**src/sv/tlb_pkg.sv**
```systemverilog
// Shared types and constants of the two-port learning bridge.
`timescale 1ns / 1ps
`default_nettype none
package tlb_pkg;

	localparam int MAC_W = 48;
	localparam int PERIOD_W = 16;
	localparam int COUNT_OUT_W = 7;
	localparam logic [PERIOD_W-1:0] AGING_RESET = 16'd15;

	// Kind of word taken in by the front end.
	typedef enum logic {
		KIND_FRAME = 1'b0,
		KIND_TICK  = 1'b1
	} kind_t;

	typedef struct packed {
		kind_t            kind;
		logic [MAC_W-1:0] src_mac;
		logic [MAC_W-1:0] dst_mac;
		logic             ingress_port;
	} item_t;

	typedef struct packed {
		logic                   forward;
		logic                   egress_port;
		logic                   learned;
		logic                   evicted;
		logic [COUNT_OUT_W-1:0] entry_count;
	} result_t;

	typedef enum logic [2:0] {
		ST_CLEAR,
		ST_IDLE,
		ST_SCAN,
		ST_SCAN_END,
		ST_COMMIT
	} state_t;

endpackage
`default_nettype wire

```
**src/sv/two_port_learning_bridge.sv**
```systemverilog
// Top level of the two-port learning bridge.
// Frame words are looked up in a MAC table of TABLE_DEPTH entries by a scan
// that reads one table entry per cycle; words queue in front while the scan
// runs and results queue behind it. After reset the block first clears the
// table, one entry per cycle, and holds full high meanwhile. The aging
// period is written on the cfg channel, which is always ready and should
// only be used while the block is idle.
`timescale 1ns / 1ps
`default_nettype none
module two_port_learning_bridge
	import tlb_pkg::*;
#(
	parameter int TABLE_DEPTH = 64
) (
	input  wire logic                   clk,
	input  wire logic                   arst_n,
	input  wire logic                   push,
	output logic                        full,
	input  wire logic                   opcode,
	input  wire logic [MAC_W-1:0]       src_mac,
	input  wire logic [MAC_W-1:0]       dst_mac,
	input  wire logic                   ingress_port,
	output logic                        empty,
	input  wire logic                   pop,
	output logic                        forward,
	output logic                        egress_port,
	output logic                        learned,
	output logic                        evicted,
	output logic [COUNT_OUT_W-1:0]      entry_count,
	input  wire logic                   cfg_valid,
	output logic                        cfg_ready,
	input  wire logic [PERIOD_W-1:0]    cfg_data
);

	logic [PERIOD_W-1:0] aging_period_q;
	logic    item_valid;
	item_t   item;
	logic    item_pop;
	logic    res_space;
	logic    res_push;
	result_t res_in;
	result_t res_out;
	logic    clearing;

	// Aging period register.
	assign cfg_ready = 1'b1;
	always_ff @(posedge clk or negedge arst_n) begin
		if (!arst_n) begin
			aging_period_q <= AGING_RESET;
		end else if (cfg_valid && cfg_ready) begin
			aging_period_q <= cfg_data;
		end
	end

	tlb_front u_front (
		.clk          (clk),
		.arst_n       (arst_n),
		.push         (push),
		.opcode       (opcode),
		.src_mac      (src_mac),
		.dst_mac      (dst_mac),
		.ingress_port (ingress_port),
		.hold         (clearing),
		.full         (full),
		.item_valid   (item_valid),
		.item         (item),
		.item_pop     (item_pop)
	);

	tlb_back #(
		.DEPTH (TABLE_DEPTH)
	) u_back (
		.clk          (clk),
		.arst_n       (arst_n),
		.aging_period (aging_period_q),
		.item_valid   (item_valid),
		.item         (item),
		.item_pop     (item_pop),
		.res_space    (res_space),
		.res_push     (res_push),
		.res          (res_in),
		.clearing     (clearing)
	);

	tlb_res_q u_res_q (
		.clk       (clk),
		.arst_n    (arst_n),
		.res_push  (res_push),
		.res_in    (res_in),
		.res_space (res_space),
		.empty     (empty),
		.pop       (pop),
		.res_out   (res_out)
	);

	// Result word onto the ports.
	assign forward = res_out.forward;
	assign egress_port = res_out.egress_port;
	assign learned = res_out.learned;
	assign evicted = res_out.evicted;
	assign entry_count = res_out.entry_count;

endmodule
`default_nettype wire

```
**src/sv/tlb_front.sv**
```systemverilog
// Front end: classifies incoming words and holds them in a two-entry queue.
`timescale 1ns / 1ps
`default_nettype none
module tlb_front
	import tlb_pkg::*;
(
	input  wire logic             clk,
	input  wire logic             arst_n,
	input  wire logic             push,
	input  wire logic             opcode,
	input  wire logic [MAC_W-1:0] src_mac,
	input  wire logic [MAC_W-1:0] dst_mac,
	input  wire logic             ingress_port,
	input  wire logic             hold,
	output logic                  full,
	output logic                  item_valid,
	output item_t                 item,
	input  wire logic             item_pop
);

	item_t       ent_q [2];
	logic        wr_q;
	logic        rd_q;
	logic [1:0]  cnt_q;
	logic        do_push;
	logic        do_pop;
	item_t       cls;

	// Classify the incoming word.
	always_comb begin
		cls.kind = opcode ? KIND_TICK : KIND_FRAME;
		cls.src_mac = src_mac;
		cls.dst_mac = dst_mac;
		cls.ingress_port = ingress_port;
	end

	assign full = (cnt_q == 2'd2) || hold;
	assign do_push = push && !full;
	assign do_pop = item_pop && (cnt_q != 2'd0);
	assign item_valid = (cnt_q != 2'd0);
	assign item = ent_q[rd_q];

	// Queue storage.
	always_ff @(posedge clk) begin
		if (do_push) begin
			ent_q[wr_q] <= cls;
		end
	end

	// Queue pointers and fill level.
	always_ff @(posedge clk or negedge arst_n) begin
		if (!arst_n) begin
			wr_q <= 1'b0;
			rd_q <= 1'b0;
			cnt_q <= 2'd0;
		end else begin
			if (do_push) begin
				wr_q <= ~wr_q;
			end
			if (do_pop) begin
				rd_q <= ~rd_q;
			end
			cnt_q <= cnt_q + {1'b0, do_push} - {1'b0, do_pop};
		end
	end

endmodule
`default_nettype wire

```
**src/sv/tlb_res_q.sv**
```systemverilog
// Result queue of two entries in front of the output ports.
`timescale 1ns / 1ps
`default_nettype none
module tlb_res_q
	import tlb_pkg::*;
(
	input  wire logic clk,
	input  wire logic arst_n,
	input  wire logic res_push,
	input  result_t   res_in,
	output logic      res_space,
	output logic      empty,
	input  wire logic pop,
	output result_t   res_out
);

	result_t    ent_q [2];
	logic       wr_q;
	logic       rd_q;
	logic [1:0] cnt_q;
	logic       do_pop;

	assign res_space = (cnt_q != 2'd2);
	assign empty = (cnt_q == 2'd0);
	assign do_pop = pop && !empty;
	assign res_out = ent_q[rd_q];

	// Storage.
	always_ff @(posedge clk) begin
		if (res_push) begin
			ent_q[wr_q] <= res_in;
		end
	end

	// Pointers and fill level.
	always_ff @(posedge clk or negedge arst_n) begin
		if (!arst_n) begin
			wr_q <= 1'b0;
			rd_q <= 1'b0;
			cnt_q <= 2'd0;
		end else begin
			if (res_push) begin
				wr_q <= ~wr_q;
			end
			if (do_pop) begin
				rd_q <= ~rd_q;
			end
			cnt_q <= cnt_q + {1'b0, res_push} - {1'b0, do_pop};
		end
	end

endmodule
`default_nettype wire

```
**src/sv/tlb_back.sv**
```systemverilog
// Back end: table scan, learning, aging and forwarding decision.
`timescale 1ns / 1ps
`default_nettype none
module tlb_back
	import tlb_pkg::*;
#(
	parameter int DEPTH = 64
) (
	input  wire logic                clk,
	input  wire logic                arst_n,
	input  wire logic [PERIOD_W-1:0] aging_period,
	input  wire logic                item_valid,
	input  item_t                    item,
	output logic                     item_pop,
	input  wire logic                res_space,
	output logic                     res_push,
	output result_t                  res,
	output logic                     clearing
);

	localparam int IDX_W = (DEPTH > 1) ? $clog2(DEPTH) : 1;
	localparam int CNT_W = $clog2(DEPTH + 1);
	localparam int TAB_W = MAC_W + 2;
	localparam logic [IDX_W-1:0] LAST_IDX = IDX_W'(DEPTH - 1);
	localparam logic [CNT_W-1:0] FULL_CNT = CNT_W'(DEPTH);

	// Table word: valid, port, MAC.
	logic [TAB_W-1:0] tab_mem [DEPTH];
	logic [IDX_W-1:0] age_mem [DEPTH];

	state_t state_q, state_d;
	item_t  cur_q;

	logic [IDX_W-1:0]    addr_q;
	logic [IDX_W-1:0]    idx_s1;
	logic                vld_s1;
	logic [TAB_W-1:0]    rd_s1;
	logic [IDX_W-1:0]    age_rd_q;
	logic [IDX_W-1:0]    head_q;
	logic [IDX_W-1:0]    tail_q;
	logic [CNT_W-1:0]    cnt_q;
	logic [PERIOD_W-1:0] tick_q;

	logic             src_hit_q, src_port_q;
	logic             dst_hit_q, dst_port_q;
	logic [IDX_W-1:0] dst_idx_q;
	logic             free_hit_q;
	logic [IDX_W-1:0] free_idx_q;

	// Control outputs of the sequencer.
	logic             start;
	logic             issue;
	logic             commit;
	logic             tab_we;
	logic [IDX_W-1:0] tab_wa;
	logic [TAB_W-1:0] tab_wd;
	logic             age_we;
	logic             head_inc;
	logic             tail_inc;
	logic             cnt_inc;
	logic             cnt_dec;
	logic             tick_clr;
	logic             tick_inc;

	logic                rd_valid, rd_port;
	logic [MAC_W-1:0]    rd_mac;
	logic [PERIOD_W-1:0] period;
	logic [PERIOD_W-1:0] tick_nx;
	logic                full_tab;
	logic                dst_eff;
	logic                learn_slot_sel;
	logic [IDX_W-1:0]    learn_slot;
	logic [CNT_W-1:0]    cnt_after;

	function automatic logic [IDX_W-1:0] ptr_inc(input logic [IDX_W-1:0] p);
		ptr_inc = (p == LAST_IDX) ? '0 : p + 1'b1;
	endfunction

	assign rd_valid = rd_s1[TAB_W-1];
	assign rd_port = rd_s1[TAB_W-2];
	assign rd_mac = rd_s1[MAC_W-1:0];
	assign period = (aging_period == '0) ? PERIOD_W'(1) : aging_period;
	assign tick_nx = tick_q + 1'b1;
	assign full_tab = (cnt_q == FULL_CNT);
	assign clearing = (state_q == ST_CLEAR);
	assign item_pop = start;
	assign learn_slot_sel = full_tab;
	assign learn_slot = learn_slot_sel ? age_rd_q : free_idx_q;

	// Sequencer: next state, memory writes and the result.
	always_comb begin
		state_d = state_q;
		start = 1'b0;
		issue = 1'b0;
		commit = 1'b0;
		tab_we = 1'b0;
		tab_wa = addr_q;
		tab_wd = '0;
		age_we = 1'b0;
		head_inc = 1'b0;
		tail_inc = 1'b0;
		cnt_inc = 1'b0;
		cnt_dec = 1'b0;
		tick_clr = 1'b0;
		tick_inc = 1'b0;
		dst_eff = 1'b0;
		cnt_after = cnt_q;
		res.forward = 1'b0;
		res.egress_port = 1'b0;
		res.learned = 1'b0;
		res.evicted = 1'b0;
		res.entry_count = '0;
		unique case (state_q)
			ST_CLEAR: begin
				tab_we = 1'b1;
				if (addr_q == LAST_IDX) begin
					state_d = ST_IDLE;
				end
			end
			ST_IDLE: begin
				if (item_valid && res_space) begin
					start = 1'b1;
					state_d = (item.kind == KIND_TICK) ? ST_COMMIT : ST_SCAN;
				end
			end
			ST_SCAN: begin
				issue = 1'b1;
				if (addr_q == LAST_IDX) begin
					state_d = ST_SCAN_END;
				end
			end
			ST_SCAN_END: begin
				state_d = ST_COMMIT;
			end
			ST_COMMIT: begin
				commit = 1'b1;
				state_d = ST_IDLE;
				if (cur_q.kind == KIND_TICK) begin
					if (tick_nx >= period) begin
						tick_clr = 1'b1;
						if (cnt_q != '0) begin
							tab_we = 1'b1;
							tab_wa = age_rd_q;
							head_inc = 1'b1;
							cnt_dec = 1'b1;
							cnt_after = cnt_q - 1'b1;
							res.evicted = 1'b1;
						end
					end else begin
						tick_inc = 1'b1;
					end
				end else begin
					res.egress_port = ~cur_q.ingress_port;
					if (src_hit_q) begin
						res.forward = (src_port_q == cur_q.ingress_port) &&
							(!dst_hit_q || (dst_port_q != cur_q.ingress_port));
					end else begin
						// Learn the source; a full table gives up its oldest slot.
						res.learned = 1'b1;
						tab_we = 1'b1;
						tab_wa = learn_slot;
						tab_wd = {1'b1, cur_q.ingress_port, cur_q.src_mac};
						age_we = 1'b1;
						tail_inc = 1'b1;
						if (full_tab) begin
							head_inc = 1'b1;
							res.evicted = 1'b1;
						end else begin
							cnt_inc = 1'b1;
							cnt_after = cnt_q + 1'b1;
						end
						dst_eff = dst_hit_q && !(full_tab && (dst_idx_q == age_rd_q));
						if (cur_q.dst_mac == cur_q.src_mac) begin
							res.forward = 1'b0;
						end else begin
							res.forward = !dst_eff || (dst_port_q != cur_q.ingress_port);
						end
					end
				end
				res.entry_count = COUNT_OUT_W'(cnt_after);
			end
			default: begin
				state_d = ST_IDLE;
			end
		endcase
	end

	assign res_push = commit;

	// Table and age memories with registered reads.
	always_ff @(posedge clk) begin
		if (tab_we) begin
			tab_mem[tab_wa] <= tab_wd;
		end
		if (age_we) begin
			age_mem[tail_q] <= learn_slot;
		end
		rd_s1 <= tab_mem[addr_q];
		age_rd_q <= age_mem[head_q];
	end

	// Current item and read pipeline tags.
	always_ff @(posedge clk) begin
		if (start) begin
			cur_q <= item;
		end
		idx_s1 <= addr_q;
	end

	// Sequencer and table bookkeeping registers.
	always_ff @(posedge clk or negedge arst_n) begin
		if (!arst_n) begin
			state_q <= ST_CLEAR;
			addr_q <= '0;
			vld_s1 <= 1'b0;
			head_q <= '0;
			tail_q <= '0;
			cnt_q <= '0;
			tick_q <= '0;
		end else begin
			state_q <= state_d;
			vld_s1 <= issue;
			if (state_q == ST_CLEAR || issue) begin
				addr_q <= (addr_q == LAST_IDX) ? '0 : addr_q + 1'b1;
			end
			if (head_inc) begin
				head_q <= ptr_inc(head_q);
			end
			if (tail_inc) begin
				tail_q <= ptr_inc(tail_q);
			end
			if (cnt_inc) begin
				cnt_q <= cnt_q + 1'b1;
			end else if (cnt_dec) begin
				cnt_q <= cnt_q - 1'b1;
			end
			if (tick_clr) begin
				tick_q <= '0;
			end else if (tick_inc) begin
				tick_q <= tick_nx;
			end
		end
	end

	// Scan results: source hit, destination hit and lowest free slot.
	always_ff @(posedge clk) begin
		if (start) begin
			src_hit_q <= 1'b0;
			dst_hit_q <= 1'b0;
			free_hit_q <= 1'b0;
		end else if (vld_s1) begin
			if (rd_valid && (rd_mac == cur_q.src_mac)) begin
				src_hit_q <= 1'b1;
				src_port_q <= rd_port;
			end
			if (rd_valid && (rd_mac == cur_q.dst_mac)) begin
				dst_hit_q <= 1'b1;
				dst_port_q <= rd_port;
				dst_idx_q <= idx_s1;
			end
			if (!rd_valid && !free_hit_q) begin
				free_hit_q <= 1'b1;
				free_idx_q <= idx_s1;
			end
		end
	end

endmodule
`default_nettype wire

```
**config.mk**
```make
export PLATFORM = sky130hd
export DESIGN_NAME = two_port_learning_bridge
export DESIGN_NICKNAME = d
export VERILOG_FILES = /design/src/sv/tlb_pkg.sv /design/src/sv/two_port_learning_bridge.sv /design/src/sv/tlb_front.sv /design/src/sv/tlb_res_q.sv /design/src/sv/tlb_back.sv
export SDC_FILE = /design/constraint.sdc
export NUM_CORES = 2
export LEC_CHECK = 0
export BUFFER_PORTS_ARGS = -buffer_cell sky130_fd_sc_hd__buf_2
export CORE_ASPECT_RATIO = 1.2
export CORE_MARGIN = 2
export CORE_UTILIZATION = 40
export DETAILED_ROUTE_END_ITERATION = 10
export GPL_ROUTABILITY_DRIVEN = 0
export PLACE_DENSITY = 0.65
export SLEW_MARGIN = 15
export SYNTH_ARGS = -nofsm -noshare
export SYNTH_HDL_FRONTEND = slang
export SYNTH_HIERARCHICAL = 1
export SYNTH_SLANG_ARGS = --single-unit
```
**constraint.sdc**
```tcl
create_clock -name clk -period 11.7 [get_ports clk]
set_input_delay 1.17 -clock clk [delete_from_list [all_inputs] [get_ports clk]]
set_output_delay 1.17 -clock clk [all_outputs]
set_load 0.01 [all_outputs]
```
* Word level (Yosys, flattened, before mapping)
Memories as Yosys holds them, arrays and structs flattened. A register that Yosys moved wholly into a read port is not among the register bits.
Index checks and enable logic that the tools add are counted.
** Word-level totals
- Flip-flop bits (word level) :: 190
- Memory bits (writable) :: 3802
- Logic and storage cells :: 170
- Memories :: 4
- Output and inout bits :: 14
- Bits of input ports :: 119
** Memories
- u_back.tab_mem :: words 64, bits a word 50, rd ports 1, clocked after Yosys merged registers in 1, wr ports 1, RTL line tlb_back.sv:28 : logic [TAB_W-1:0] tab_mem [DEPTH];
- u_back.age_mem :: words 64, bits a word 6, rd ports 1, clocked after Yosys merged registers in 1, wr ports 1, RTL line tlb_back.sv:29 : logic [IDX_W-1:0] age_mem [DEPTH];
- u_front.ent_q :: words 2, bits a word 98, rd ports 1, clocked after Yosys merged registers in 0, wr ports 1, RTL line tlb_front.sv:21 : item_t ent_q [2];
- u_res_q.ent_q :: words 2, bits a word 11, rd ports 1, clocked after Yosys merged registers in 0, wr ports 1, RTL line tlb_res_q.sv:17 : result_t ent_q [2];
** Cells by class
- $lt $le $gt $ge :: 1
- Mux-type cells :: 69
- Add/subtract/negate cells :: 10
- Bitwise logic cells :: 6
- Equal/unequal tests :: 19
- Reductions and logical operators :: 35
** Operator list (number)
- 50-bit two-way mux :: 3
- 48-bit == test :: 3
- 6-bit two-way mux :: 9
- 7-bit two-way mux :: 7
- 16-bit two-way mux :: 3
- 1-bit two-way mux :: 38
- 6-bit by 1-bit adder with 6-bit output (second input constant) :: 3
- 6-bit == test (second input constant) :: 3
- 16-bit by 1-bit adder with 16-bit output (second input constant) :: 1
- 16-bit greater-or-equal comparator :: 1
- 16-bit zero test :: 1
- 3-bit two-way mux :: 5
- 3-bit case mux with 4 select lines :: 1
- 3-bit AND reduction :: 4
- 11-bit two-way mux :: 1
- 1-bit logical AND :: 10
- 7-bit by 1-bit adder with 7-bit output (second input constant) :: 1
- 7-bit == test (second input constant) :: 1
- 1-bit zero test :: 7
- 7-bit nonzero test :: 1
- 7-bit by 1-bit subtractor with 7-bit output (second input constant) :: 1
- 3-bit by 2-bit == test with 1-bit output (second input constant) :: 2
- 6-bit == test :: 1
- 2-bit by 1-bit inequality test with 1-bit output (second input constant) :: 3
- other kinds (16) :: 30

* Logic depth before layout (Yosys ltp)
- Depth in word-level cells :: 10
- Depth in mapped cells :: 15
- Depth with buffers taken out :: 14

* Modules after synthesis
The synthesis kept the hierarchy.
** Modules (own cells, without submodules)
- tlb_back :: seq. area each 113413.8 µm², times used 1, area each 146538.0 µm², cells each 6117
- tlb_front :: seq. area each 5985.7 µm², times used 1, area each 7308.3 µm², cells each 324
- tlb_res_q :: seq. area each 760.7 µm², times used 1, area each 1024.7 µm², cells each 51
- two_port_learning_bridge :: seq. area each 405.4 µm², times used 1, area each 665.6 µm², cells each 36

* Least setup slack after synthesis
Ideal clock, no wire load.
- Path kind :: register -> register
- Start point :: register u_back.tick_q[0]
- End point :: memory u_back/tab_mem[46][0] (netlist bit) (enable)
- Required time :: 11.180 ns
- Data arrival time :: 7.173 ns
- Library setup time :: 0.520 ns
- Slack :: 4.007 ns
- Clock period less this slack :: 7.693 ns
- Path buffers :: 1
- Stages on the path, launching flop included :: 16
- Cells stage by stage :: dfrtp_1 ha_1 and3_1 nand3_1 nor2_1 nand3_1 xnor2_1 ha_1 nand4_1 nor4_2 a32oi_2 a21oi_4 mux2_4 or4_1 buf_2 nor3_1
** Between the ends
- Longest elaborated chain between the ends :: 7
- Elaborated cells between the ends (all ways) :: 10
- Those cells by class :: add/sub: 1; order compare: 1; mux: 8
** RTL lines
- start, declared :: RTL line tlb_back.sv:42 : logic [PERIOD_W-1:0] tick_q;
- start signal, assigned :: RTL line tlb_back.sv:240 : tick_q <= tick_nx;
- 16-bit by 1-bit adder with 16-bit output (*) :: RTL line tlb_back.sv:83 : assign tick_nx = tick_q + 1'b1;
- 16-bit greater-or-equal comparator (*) :: RTL line tlb_back.sv:139 : if (tick_nx >= period) begin
- 1-bit two-way mux :: RTL line tlb_back.sv:139
- 1-bit two-way mux :: RTL line tlb_back.sv:138 : if (cur_q.kind == KIND_TICK) begin
- 1-bit case mux with 2 select lines :: RTL line tlb_back.sv:113 : unique case (state_q)
- 1-bit two-way mux :: RTL line tlb_back.sv:192 : if (tab_we) begin
- 1-bit two-way mux (implied by the code) :: RTL line tlb_back.sv:193 : tab_mem[tab_wa] <= tab_wd;
- end, declared :: RTL line tlb_back.sv:28
Every way passes the cells marked *; elsewhere a longest branch is shown, timed or not.

* Worst setup path after layout
- Start point :: register u_back.tick_q[0]
- End point :: memory u_back/tab_mem[51][26] (netlist bit) (enable)
Same word-level chain as after synthesis.

==> qor.txt <==
LOGIC SYNTHESIS
----------------------------------------------------------------------------------
Synth Instances .....................................................         6528
Ranking of synthesized cells by area ................................ sky130_fd_sc_hd__edfxtp_1, sky130_fd_sc_hd__mux4_2, sky130_fd_sc_hd__dfrtp_1, sky130_fd_sc_hd__dfxtp_1, sky130_fd_sc_hd__mux2_2
Sequential fraction of the synthesis area ...........................        77.5%
Yosys top cell by area .............................................. sky130_fd_sc_hd__edfxtp_1
Post-Syn Nets .......................................................         6674
Seq cells post-synth ................................................         4048
Async set-or-reset flop fraction in the synthesized netlist .........        1.70%
Post-synth top flop ................................................. sky130_fd_sc_hd__edfxtp_1
Area fraction of the dominant cell type after synthesis .............        75.6%
Avg Cell Area, Syn ..................................................     23.8 µm²
Post-synth EDFFs ....................................................         3914
Netlist cell types ..................................................           82
Syn. warnings .......................................................            6
Cell area after technology mapping ..................................    0.156 mm²

SETUP PATH
----------------------------------------------------------------------------------
Crit end category ...................................................    flip-flop
Setup CP Type .......................................................   reg -> reg
Cells traversed along the worst timing path ......................... ha_1 > and3_1 > nand3_1 > nor2_1 > nand3_1 > xnor2_1 > ha_1 > nand4_1 > nor4_2 > a32oi_2 > a21oi_4 > mux2i_1 > or4_1 > nor3_4 > buf_4
Reg-to-reg slack, setup .............................................      5.04 ns
Req. time, crit path ................................................     12.24 ns
Category of the worst setup path launch point .......................    flip-flop
Data arrival time of the critical path ..............................      7.20 ns
Delay of the slowest cell on the worst path .........................      0.85 ns
Slowest cell on the critical path ................................... sky130_fd_sc_hd__or4_1
Crit Path Max Fanout ................................................           37

FLOORPLANNING
----------------------------------------------------------------------------------
Width of the die ....................................................       573 µm
Total core area .....................................................    0.387 mm²
I/O pins ............................................................          133
Std-Cell Rows .......................................................          250
Initial standard-cell utilization of the core .......................        40.2%
Vertical extent of the die ..........................................       687 µm
Overall die area ....................................................    0.394 mm²

PLACEMENT
----------------------------------------------------------------------------------
Count of buffers inserted at the top-level ports ....................          131
Detailed placer's ending HPWL .......................................    236000 µm
Placed insts ........................................................        11.7k

RUN STATUS
----------------------------------------------------------------------------------
Run status .......................................................... complete, no violations

CELLS AND AREA
----------------------------------------------------------------------------------
Post-Layout Cell Count ..............................................        12.4k
Most common cell after layout, fill and taps aside .................. sky130_fd_sc_hd__edfxtp_1
Share of final-layout standard cells stronger than drive strength 1 .        32.0%
Register area .......................................................    0.121 mm²
Final-layout fill cell count ........................................        31.6k
Most used cells in the layout excluding fill and tap cells .......... sky130_fd_sc_hd__edfxtp_1, sky130_fd_sc_hd__mux4_2, sky130_fd_sc_hd__clkbuf_16, sky130_fd_sc_hd__buf_4, sky130_fd_sc_hd__buf_2
Multi-input gate area ...............................................   0.0339 mm²
Growth of design area from synthesis to finish ......................        13.2%
Final core utilization ..............................................        45.6%
Number of nets in the final layout ..................................         7080

POWER AND IR DROP
----------------------------------------------------------------------------------
Cell Pwr Density ....................................................   160 mW/mm²
Fraction of power consumed by sequential logic ......................        55.5%
Switching share of total power ......................................        19.0%
Internal power summed over all cells ................................      22.9 mW
Switching power total ...............................................      5.36 mW
Worst IR Drop VDD ...................................................     0.141 mV
Total leakage power .................................................      45.9 nW
Portion of total power attributed to combinational logic ............         0.3%
Clk network pwr share ...............................................        44.2%

CLOCK NETWORK
----------------------------------------------------------------------------------
Number of buffers inserted by post-CTS setup repair .................            0
CTS root buffer ..................................................... sky130_fd_sc_hd__clkbuf_16
H-Tree Depth ........................................................            5
Clock network latency to the later pin of the worst-skew pair .......      0.96 ns
Post-cts hold buffer count ..........................................            0
CTS Buf Count .......................................................          393
Sinks on Clock Net ..................................................         4048
Clock tree from TritonCTS ...........................................         done
Gates resized, CTS repair ...........................................            0
Deepest clock path buffer count .....................................            4
Clk pin slew, worst setup/hold paths ................................      0.07 ns

STA
----------------------------------------------------------------------------------
Min Tclk post-route .................................................      6.66 ns
Setup TNS ...........................................................         0 ns
Highest Clock Rate ..................................................      150 MHz
Setup repair after global routing missed its margin .................        false
Final period utilization ............................................        56.9%
Number of pins with negative max-slew slack in the final report .....            0
Setup-failing EPs final .............................................            0
Worst relative slew slack ...........................................        20.5%
Final Hold Fails ....................................................            0
Tightest Pin Transition .............................................      1.19 ns
Post-route clock skew ...............................................    0.0691 ns

ROUTING
----------------------------------------------------------------------------------
DRC errors left .....................................................            0
Starting DRC count in detailed routing ..............................         9848
First drt pass iteration count ......................................            6
DRT Wirelength ......................................................    395000 µm
Via count ...........................................................        72.7k
Final antenna-violating net count ...................................            0
Post-detailed-route wirelength per cell .............................      31.8 µm
Avg Vias per Cell ...................................................         5.84

GLOBAL ROUTE
----------------------------------------------------------------------------------
All-Layer GR Usage ..................................................        19.8%
Number of global-route vias before repair ...........................        73.0k
First-pass GRT wire length ..........................................    558000 µm
Overall overflow remaining after global route .......................            0
Antenna violations before repair ....................................           30
Pin count of the biggest net entering global routing ................          143

RUN
----------------------------------------------------------------------------------
Reported max-cap violation count ....................................            0

HOLD PATH
----------------------------------------------------------------------------------
Min-delay worst type ................................................  in -> async

final timing paths:
kind	start	end	cells after the start
hold reg to reg	u_back/idx_s1[2]	u_back/dst_idx_q[2]	0
setup / recovery	u_back/tick_q[0]	u_back/tab_mem[51][26]	15
min in group clk	dst_mac[13]	u_front/ent_q[1][14]	1
hold / removal	arst_n	u_back/head_q[5]	1
setup reg to reg	u_back/tick_q[0]	u_back/tab_mem[51][26]	15
max in group asynchronous	arst_n	u_back/addr_q[1]	1
cell usage after synthesis (6+ instances only):
library cell	number
sky130_fd_sc_hd__edfxtp_1	3914
sky130_fd_sc_hd__mux4_2	1176
sky130_fd_sc_hd__clkbuf_1	196
sky130_fd_sc_hd__nor2_1	123
sky130_fd_sc_hd__mux2_2	100
sky130_fd_sc_hd__xnor2_1	95
sky130_fd_sc_hd__xor2_1	86
sky130_fd_sc_hd__buf_1	70
sky130_fd_sc_hd__dfrtp_1	65
sky130_fd_sc_hd__dfxtp_1	65
sky130_fd_sc_hd__nand2_1	61
sky130_fd_sc_hd__and3_1	56
sky130_fd_sc_hd__buf_2	52
sky130_fd_sc_hd__inv_1	42
sky130_fd_sc_hd__nor3_1	41
sky130_fd_sc_hd__nand3_1	36
sky130_fd_sc_hd__o21ai_0	32
sky130_fd_sc_hd__mux2_4	30
sky130_fd_sc_hd__nand4_1	29
sky130_fd_sc_hd__ha_1	27
sky130_fd_sc_hd__nor4_1	27
sky130_fd_sc_hd__a21oi_1	22
sky130_fd_sc_hd__nand2b_1	15
sky130_fd_sc_hd__nor3_2	13
sky130_fd_sc_hd__o22ai_1	9
sky130_fd_sc_hd__a21o_1	8
sky130_fd_sc_hd__or3_1	8
sky130_fd_sc_hd__and2_1	7
sky130_fd_sc_hd__buf_6	6
sky130_fd_sc_hd__mux2i_1	6
sky130_fd_sc_hd__o211ai_1	6
sky130_fd_sc_hd__o31ai_1	6
worst max-delay path: cells and delay by family, from the launching register on:
| family | cells | cell delay [ns] |
|---|---|---|
| adder cells (fa/ha/maj) | 2 | 0.59 |
| XOR/XNOR | 1 | 0.17 |
| AND/OR/NAND/NOR | 8 | 3.21 |
| flip-flops | 1 | 0.43 |
| multiplexers | 1 | 0.25 |
| AO/OA/AOI/OAI | 2 | 0.72 |
| buffers and inverters | 1 | 0.79 |
sequential cells by signal (all words and copies together), names as in the netlist, 2 cells and up:
name / flops
u_back/state_q: 3
aging_period_q: 16
u_res_q/ent_q: 22
u_back/tick_q: 16
u_front/ent_q: 196
u_front/cnt_q: 2
u_res_q/cnt_q: 2
u_back/tab_mem: 3200
u_back/age_mem: 384
u_back/cur_q: 98
u_back/tail_q: 6
u_back/head_q: 6
u_back/addr_q: 6
u_back/age_rd_q: 6
u_back/rd_s1: 50
u_back/idx_s1: 6
u_back/free_idx_q: 6
u_back/dst_idx_q: 6
u_back/cnt_q: 7
stage by stage:
step                hold slack (ns)  power [mW]  instance area (µm²)  setup WS, ns
CTS                           0.331        28.5               176000          5.11
detailed placement            0.415        16.1               163000          5.21
finish                        0.355        28.3               176000          5.04
global placement              0.414        16.1               163000          5.36
global route                  0.370        29.0               176000          4.68
floorplan                     0.345        16.0               156000          4.01
per-layer routing:
layer	vias up	global-route usage (%)	routed length [µm]
met4	10	6.36	13700
met3	623	3.81	36200
met2	3700	32.3	194000
met1	39607	26.8	152000
li1	28711	-	-
met5	-	0	70
final cells by class:
type                    count  area share, %
multi-input cells        2107           19.2
inverters                  44         0.0952
clock buffers             508           6.03
clock inverters           211           1.16
flip-flops and latches   4048           68.5
well taps                5166           3.67
diodes                     10         0.0142
repair buffers            340           1.32
cells by family after synthesis:
| group | Yosys count | synth area share (%) |
|---|---|---|
| XOR/XNOR | 181 | 1.02 |
| multiplexers | 1313 | 18.1 |
| flip-flops | 4048 | 77.5 |
| other | 1 | 0.00241 |
| AO/OA/AOI/OAI | 140 | 0.665 |
| buffers and inverters | 373 | 0.991 |
| AND/OR/NAND/NOR | 445 | 1.50 |
| adder cells (fa/ha/maj) | 27 | 0.217 |
power groups by stage:
stage | clock network, mW | logic, mW | registers, mW
detailed placement | 0 | 0.0890 | 16.0
global placement | 0 | 0.0880 | 16.0
finish | 12.5 | 0.0886 | 15.7
global route | 13.2 | 0.0978 | 15.7
floorplan | 0 | 0.0505 | 16.0
CTS | 12.7 | 0.0897 | 15.7
Power figures use the tool's default switching activity.
